--- config.mk ---
export PLATFORM = sky130hd
export DESIGN_NAME = pet_datapath
export DESIGN_NICKNAME = d
export VERILOG_FILES = /design/src/hw/rtl/pet_pkg.sv /design/src/hw/rtl/pet_ram.sv /design/src/hw/rtl/pet_datapath.sv
export SDC_FILE = /design/constraint.sdc
export NUM_CORES = 2
export LEC_CHECK = 0
export BUFFER_PORTS_ARGS = -buffer_cell sky130_fd_sc_hd__buf_4
export CAP_MARGIN = 20
export CORE_UTILIZATION = 40
export CTS_CLUSTER_DIAMETER = 120
export CTS_CLUSTER_SIZE = 14
export DETAILED_ROUTE_END_ITERATION = 7
export PLACE_DENSITY_LB_ADDON = 0.08
export SLEW_MARGIN = 40
export SYNTH_ARGS = -nofsm -noshare
export SYNTH_HDL_FRONTEND = slang
export SYNTH_HIERARCHICAL = 1
export SYNTH_SLANG_ARGS = --single-unit
--- constraint.sdc ---
create_clock -name clock -period 21.9 [get_ports clock]
set_clock_uncertainty 0.05 [all_clocks]
set_input_delay 1.095 -clock clock [delete_from_list [all_inputs] [get_ports clock]]
set_output_delay 1.095 -clock clock [all_outputs]
set_load 0.01 [all_outputs]
--- src/hw/rtl/pet_pkg.sv ---
package pet_pkg;

   localparam int MAX_VERTICES = 6;
   localparam int COORD_BITS   = 16;

   localparam int IDX_W    = $clog2(MAX_VERTICES);
   localparam int CNT_W    = $clog2(MAX_VERTICES + 1);
   localparam int VTX_W    = 2 * COORD_BITS;
   localparam int DIFF_W   = COORD_BITS + 1;
   localparam int PROD_W   = 2 * DIFF_W;
   localparam int DET_W    = PROD_W + 1;
   localparam int OPCODE_W = 2;
   localparam int STEP_W   = 3;
   localparam int XOP_W    = 2;

   // Item opcodes.
   localparam logic [OPCODE_W-1:0] OP_CLEAR         = 2'd0;
   localparam logic [OPCODE_W-1:0] OP_APPEND_FIRST  = 2'd1;
   localparam logic [OPCODE_W-1:0] OP_APPEND_SECOND = 2'd2;
   localparam logic [OPCODE_W-1:0] OP_TEST          = 2'd3;

   // Cross products issued to the shared unit.
   localparam logic [XOP_W-1:0] XOP_SD  = 2'd0;
   localparam logic [XOP_W-1:0] XOP_SC  = 2'd1;
   localparam logic [XOP_W-1:0] XOP_DEN = 2'd2;
   localparam logic [XOP_W-1:0] XOP_NUM = 2'd3;

   // Steps of one edge pair. The cross unit has two register stages, so the SD, SC,
   // DEN and NUM products issued in steps SD to NUM are seen in steps DEN to EVAL.
   localparam logic [STEP_W-1:0] STEP_READ = 3'd0;
   localparam logic [STEP_W-1:0] STEP_DIFF = 3'd1;
   localparam logic [STEP_W-1:0] STEP_SD   = 3'd2;
   localparam logic [STEP_W-1:0] STEP_SC   = 3'd3;
   localparam logic [STEP_W-1:0] STEP_DEN  = 3'd4;
   localparam logic [STEP_W-1:0] STEP_NUM  = 3'd5;
   localparam logic [STEP_W-1:0] STEP_WAIT = 3'd6;
   localparam logic [STEP_W-1:0] STEP_EVAL = 3'd7;

   typedef struct packed {
      logic              we_first;
      logic              we_second;
      logic [IDX_W-1:0]  waddr;
      logic [IDX_W-1:0]  rd_first_a;
      logic [IDX_W-1:0]  rd_first_b;
      logic [IDX_W-1:0]  rd_second_a;
      logic [IDX_W-1:0]  rd_second_b;
      logic              load_diff;
      logic [XOP_W-1:0]  xop;
      logic              cap_sd;
      logic              cap_sc;
      logic              cap_den;
   } pet_cmd_type;

   typedef struct packed {
      logic pair_hit;
   } pet_status_type;

endpackage

--- src/hw/rtl/pet_ram.sv ---
module pet_ram #(
   parameter int WIDTH = 8,
   parameter int DEPTH = 8
) (
   input  logic                     clock,
   input  logic                     we,
   input  logic [$clog2(DEPTH)-1:0] waddr,
   input  logic [WIDTH-1:0]         wdata,
   input  logic [$clog2(DEPTH)-1:0] raddr_a,
   input  logic [$clog2(DEPTH)-1:0] raddr_b,
   output logic [WIDTH-1:0]         rdata_a,
   output logic [WIDTH-1:0]         rdata_b
);

   logic [WIDTH-1:0] mem_ff [DEPTH];
   logic [WIDTH-1:0] rdata_a_ff;
   logic [WIDTH-1:0] rdata_b_ff;

   always_ff @(posedge clock) begin
      if (we) begin
         mem_ff[waddr] <= wdata;
      end
      rdata_a_ff <= mem_ff[raddr_a];
      rdata_b_ff <= mem_ff[raddr_b];
   end

   assign rdata_a = rdata_a_ff;
   assign rdata_b = rdata_b_ff;

endmodule

--- src/hw/rtl/pet_datapath.sv ---
module pet_datapath
   import pet_pkg::*;
(
   input  logic                         clock,
   input  pet_cmd_type                  cmd,
   input  logic signed [COORD_BITS-1:0] vertex_x,
   input  logic signed [COORD_BITS-1:0] vertex_y,
   output pet_status_type               status
);

   logic [VTX_W-1:0] wdata;
   logic [VTX_W-1:0] fa_data;
   logic [VTX_W-1:0] fb_data;
   logic [VTX_W-1:0] sa_data;
   logic [VTX_W-1:0] sb_data;

   logic signed [COORD_BITS-1:0] ax, ay, bx, by, cx, cy, dx, dy;

   logic signed [DIFF_W-1:0] abx_ff, aby_ff, cdx_ff, cdy_ff;
   logic signed [DIFF_W-1:0] dax_ff, day_ff, cax_ff, cay_ff;
   logic signed [DIFF_W-1:0] abx_in, aby_in, cdx_in, cdy_in;
   logic signed [DIFF_W-1:0] dax_in, day_in, cax_in, cay_in;

   logic signed [DIFF_W-1:0] mul_a, mul_b, mul_c, mul_d;
   logic signed [PROD_W-1:0] ext_a, ext_b, ext_c, ext_d;
   logic signed [PROD_W-1:0] prod1_ff, prod2_ff, prod1_in, prod2_in;
   logic signed [DET_W-1:0]  det_ff, det_in;

   logic                    sd_neg_ff, sd_nz_ff, sc_neg_ff, sc_nz_ff;
   logic signed [DET_W-1:0] den_ff;

   logic side_ok;
   logic den_zero;
   logic num_zero;
   logic den_neg;
   logic num_neg;
   logic in_range;

   assign wdata = {vertex_y, vertex_x};

   pet_ram #(.WIDTH(VTX_W), .DEPTH(MAX_VERTICES)) u_first_ram (
      .clock   (clock),
      .we      (cmd.we_first),
      .waddr   (cmd.waddr),
      .wdata   (wdata),
      .raddr_a (cmd.rd_first_a),
      .raddr_b (cmd.rd_first_b),
      .rdata_a (fa_data),
      .rdata_b (fb_data)
   );

   pet_ram #(.WIDTH(VTX_W), .DEPTH(MAX_VERTICES)) u_second_ram (
      .clock   (clock),
      .we      (cmd.we_second),
      .waddr   (cmd.waddr),
      .wdata   (wdata),
      .raddr_a (cmd.rd_second_a),
      .raddr_b (cmd.rd_second_b),
      .rdata_a (sa_data),
      .rdata_b (sb_data)
   );

   assign ax = fa_data[COORD_BITS-1:0];
   assign ay = fa_data[VTX_W-1:COORD_BITS];
   assign bx = fb_data[COORD_BITS-1:0];
   assign by = fb_data[VTX_W-1:COORD_BITS];
   assign cx = sa_data[COORD_BITS-1:0];
   assign cy = sa_data[VTX_W-1:COORD_BITS];
   assign dx = sb_data[COORD_BITS-1:0];
   assign dy = sb_data[VTX_W-1:COORD_BITS];

   assign abx_in = DIFF_W'(bx) - DIFF_W'(ax);
   assign aby_in = DIFF_W'(by) - DIFF_W'(ay);
   assign cdx_in = DIFF_W'(dx) - DIFF_W'(cx);
   assign cdy_in = DIFF_W'(dy) - DIFF_W'(cy);
   assign dax_in = DIFF_W'(dx) - DIFF_W'(ax);
   assign day_in = DIFF_W'(dy) - DIFF_W'(ay);
   assign cax_in = DIFF_W'(cx) - DIFF_W'(ax);
   assign cay_in = DIFF_W'(cy) - DIFF_W'(ay);

   always_ff @(posedge clock) begin
      if (cmd.load_diff) begin
         abx_ff <= abx_in;
         aby_ff <= aby_in;
         cdx_ff <= cdx_in;
         cdy_ff <= cdy_in;
         dax_ff <= dax_in;
         day_ff <= day_in;
         cax_ff <= cax_in;
         cay_ff <= cay_in;
      end
   end

   // Operand selection for the shared cross unit, which forms a*b - c*d.
   // The numerator is cdx*(ay-cy) - cdy*(ax-cx), rewritten as
   // cdy*(cx-ax) - cdx*(cy-ay).
   always_comb begin
      case (cmd.xop)
         XOP_SD: begin
            mul_a = abx_ff;
            mul_b = day_ff;
            mul_c = aby_ff;
            mul_d = dax_ff;
         end
         XOP_SC: begin
            mul_a = abx_ff;
            mul_b = cay_ff;
            mul_c = aby_ff;
            mul_d = cax_ff;
         end
         XOP_DEN: begin
            mul_a = abx_ff;
            mul_b = cdy_ff;
            mul_c = aby_ff;
            mul_d = cdx_ff;
         end
         XOP_NUM: begin
            mul_a = cdy_ff;
            mul_b = cax_ff;
            mul_c = cdx_ff;
            mul_d = cay_ff;
         end
         default: begin
            mul_a = abx_ff;
            mul_b = day_ff;
            mul_c = aby_ff;
            mul_d = dax_ff;
         end
      endcase
   end

   assign ext_a    = PROD_W'(mul_a);
   assign ext_b    = PROD_W'(mul_b);
   assign ext_c    = PROD_W'(mul_c);
   assign ext_d    = PROD_W'(mul_d);
   assign prod1_in = ext_a * ext_b;
   assign prod2_in = ext_c * ext_d;
   assign det_in   = DET_W'(prod1_ff) - DET_W'(prod2_ff);

   always_ff @(posedge clock) begin
      prod1_ff <= prod1_in;
      prod2_ff <= prod2_in;
      det_ff   <= det_in;
      if (cmd.cap_sd) begin
         sd_neg_ff <= det_ff[DET_W-1];
         sd_nz_ff  <= (det_ff != '0);
      end
      if (cmd.cap_sc) begin
         sc_neg_ff <= det_ff[DET_W-1];
         sc_nz_ff  <= (det_ff != '0);
      end
      if (cmd.cap_den) begin
         den_ff <= det_ff;
      end
   end

   // In the last step of a pair the cross unit holds the numerator. The
   // parameter lies in [0,1] when the numerator is zero, or has the sign of
   // the denominator and does not exceed it in magnitude.
   assign side_ok  = sd_nz_ff & sc_nz_ff & (sd_neg_ff ^ sc_neg_ff);
   assign den_zero = (den_ff == '0);
   assign num_zero = (det_ff == '0);
   assign den_neg  = den_ff[DET_W-1];
   assign num_neg  = det_ff[DET_W-1];
   assign in_range = num_zero
                   | ((num_neg == den_neg) & (den_neg ? (det_ff >= den_ff)
                                                      : (det_ff <= den_ff)));

   assign status.pair_hit = side_ok & (den_zero | in_range);

endmodule

==> metrics.txt <==
status finished clean; Gate Count Post-Synth 5,033; grt ovf 0; compound-gate portion of the synthesized area 6.261%; Async S/R FF share, synth 0%; site row count 140; initial core utilization 40.33%; top cells by count, synth 792 x inv_1, 601 x fa_1, 559 x edfxtp_1; FILL cells 13,698; crit path max fanout 81; endpoints failing hold 0; synth top area cells edfxtp_1 29%, fa_1 20%, dfxtp_1 7.9%, ha_1 7.8%, mux4_2 5.3%; Area Overhead vs Synth 8.141%; Vias 36,387; Core ar. 0.1459 mm²; # setup viols final 0; H-tree levels 3; Synth Area in Simple Gates 8.855%; cts-stage hold buffer count 0; startpoint types input port; first-pass GRT wire length 242.7 mm; period utilization 37.95%; clk_lat worst skew 0.70 ns; final core occ 43.62%; Detailed Route WL 159.1 mm; main combinational cell family by area after synthesis adder cells; routed via count divided by cell count 5.169; worst hold slack 0.4241 ns; largest area contributor in the netlist edfxtp_1; post-synthesis sequential area ratio 36.38%; Final ANT Viol Nets 0; Clock Tree Root clkbuf_16; Most used DFF post-synth edfxtp_1; Mapped Area 0.05885 mm²; EDFF count, synth 559; post-CTS setup buffers 0; class of the worst hold path reg2reg; most frequent cell after synthesis inv_1; TritonCTS Buffers 70; Detailed Place HPWL 124.7 mm; unrepaired setup endpoints after global routing no; xor-xnor portion of the synthesized cell area 2.649%; DR iter-0 viols 2,115; Synth Register Bits 790; worst-margin pin slew 0.9129 ns; Worst Path Arrival 8.84 ns; clk sink count 790; CP Capture Type flop; Yosys cell types 71; final sum of negative setup slack 0 ns; Tot GR Track Use 21.84%; Die Span Y 385.6 µm; Post-Synth Adder-Cell Area 28.25%; syn_nets 6,057; share of layout cells above drive strength 1 11.86%; GPL Wtd Cong 0.8846; TritonCTS clock tree built; drt first pass iters 7; Setup Crit Path Kind in2reg; fin nets 6,090; Slew Viols, Final 0; port bufs 56; mux cell area share after synthesis 11.44%; initial antenna violation count 2; Die Width 385.6 µm; Worst EP required 22.43 ns; Yosys Warn Count 6; largest net degree at the start of global routing 89; Max-Cap Viols 0; DRC 0; Tmin final 8.311 ns; clock-pin slew on the worst setup and hold paths 0.07 ns; io pins 57; post_cts resized 0; area fraction of the dominant cell type after synthesis 28.52%; mean post-synth cell area 11.69 µm²; Bufs on Longest Clock Path 3; vias in the first global route 38,710; Die ar. 0.1487 mm²; WL/cell 22.60 µm; Fmax achieved 120.3 MHz; Slew HR 39.14%
==> final timing paths <==
check                   from      endpoint  slack (ns)  cells past startpoint
setup / recovery      cmd[3]  prod1_ff[33]       13.59                     24
hold / removal    det_ff[18]    den_ff[18]        0.42                      0
setup reg to reg  cdx_ff[11]  prod2_ff[23]       14.59                     23
hold reg to reg   det_ff[18]    den_ff[18]        0.42                      0
==> critical path, stage by stage <==
cell	delay (ns)
buf_4	0.59
nand2_4	0.47
buf_4	0.47
mux2_2	0.47
nand2_1	0.14
inv_1	0.09
fa_1	0.64
fa_1	0.85
fa_1	0.52
fa_1	0.53
fa_1	0.49
inv_1	0.05
fa_1	0.47
inv_1	0.04
ha_1	0.33
nand3_1	0.13
nor3_1	0.32
nand2_1	0.09
and3_1	0.16
a21oi_1	0.28
o31ai_1	0.17
o21bai_1	0.15
a21oi_1	0.09
xnor2_1	0.13
==> placed cells by master (no fill, tap or decap), types with 26 or more instances in the layout <==
cell and instances:
a21o_1 54, a21oi_1 143, and2_1 34, buf_4 81, clkbuf_1 41, clkbuf_16 71, dfxtp_1 231, edfxtp_1 559
fa_1 601, ha_1 367, inv_1 792, mux2_1 88, mux2_2 202, mux2i_2 26, mux4_2 138, nand2_1 340
nand2b_1 67, nand3_1 45, nor2_1 428, nor2b_1 44, nor3_1 58, o211ai_1 37, o21a_1 54, o21ai_0 115
xnor2_1 140, xor2_1 38
==> final cells by class <==
cell class	count	area, µm²	share of cell area (%)
Inverter	792	2973	4.671
Clock buffer	114	1952	3.067
Antenna cell	2	5.005	0.007864
Tap cell	1917	2399	3.769
Sequential cell	790	21410	33.64
Clock inverter	12	224.0	0.3519
Timing Repair Buffer	84	644.4	1.012
Multi-Input combinational cell	3328	34040	53.48
==> flip-flops by register name (all words and copies together) (netlist names) <==
signal	flops
aby_ff	17
u_first_ram/rdata_a	32
day_ff	17
u_first_ram/mem_ff	192
u_second_ram/rdata_a	32
sd_neg_ff	1
cdx_ff	17
prod1_ff	34
cay_ff	17
sd_nz_ff	1
cdy_ff	17
sc_nz_ff	1
abx_ff	17
det_ff	35
cax_ff	17
u_second_ram/mem_ff	192
prod2_ff	34
u_second_ram/rdata_b	32
den_ff	35
u_first_ram/rdata_b	32
sc_neg_ff	1
dax_ff	17
==> stage by stage <==
step / instance area, µm² / std cells / setup slack [ns]
2_1_floorplan: 58850 / 5033 / 14.13
3_3_place_gp: 61320 / 6911 / 12.87
3_5_place_dp: 61440 / 6911 / 12.87
4_1_cts: 63610 / 7037 / 13.63
5_1_grt: 63640 / 7037 / 13.12
6_report: 63640 / 7039 / 13.59
==> layer usage <==
metal	vias to the layer above	routed length, µm	global-route usage, %
met5	-	16	0
met4	4	3202	4.992
met3	154	6080	2.549
met2	690	77730	37.49
met1	18428	72070	29.50
li1	17111	-	-
==> cell families (layout without fill, tap and decap cells) <==
logic type	after synthesis	count (layout)
adder cells (fa/ha/maj)	968	968
AO/OA/AOI/OAI	563	563
buffers and inverters	915	1002
AND/OR/NAND/NOR	1155	1155
XOR/XNOR	178	178
flip-flops	790	790
other	0	2
multiplexers	464	464
Power is left out: the tool's default activity adds up to more than one toggle a clock period on the data nets, which glitch-free logic cannot reach.
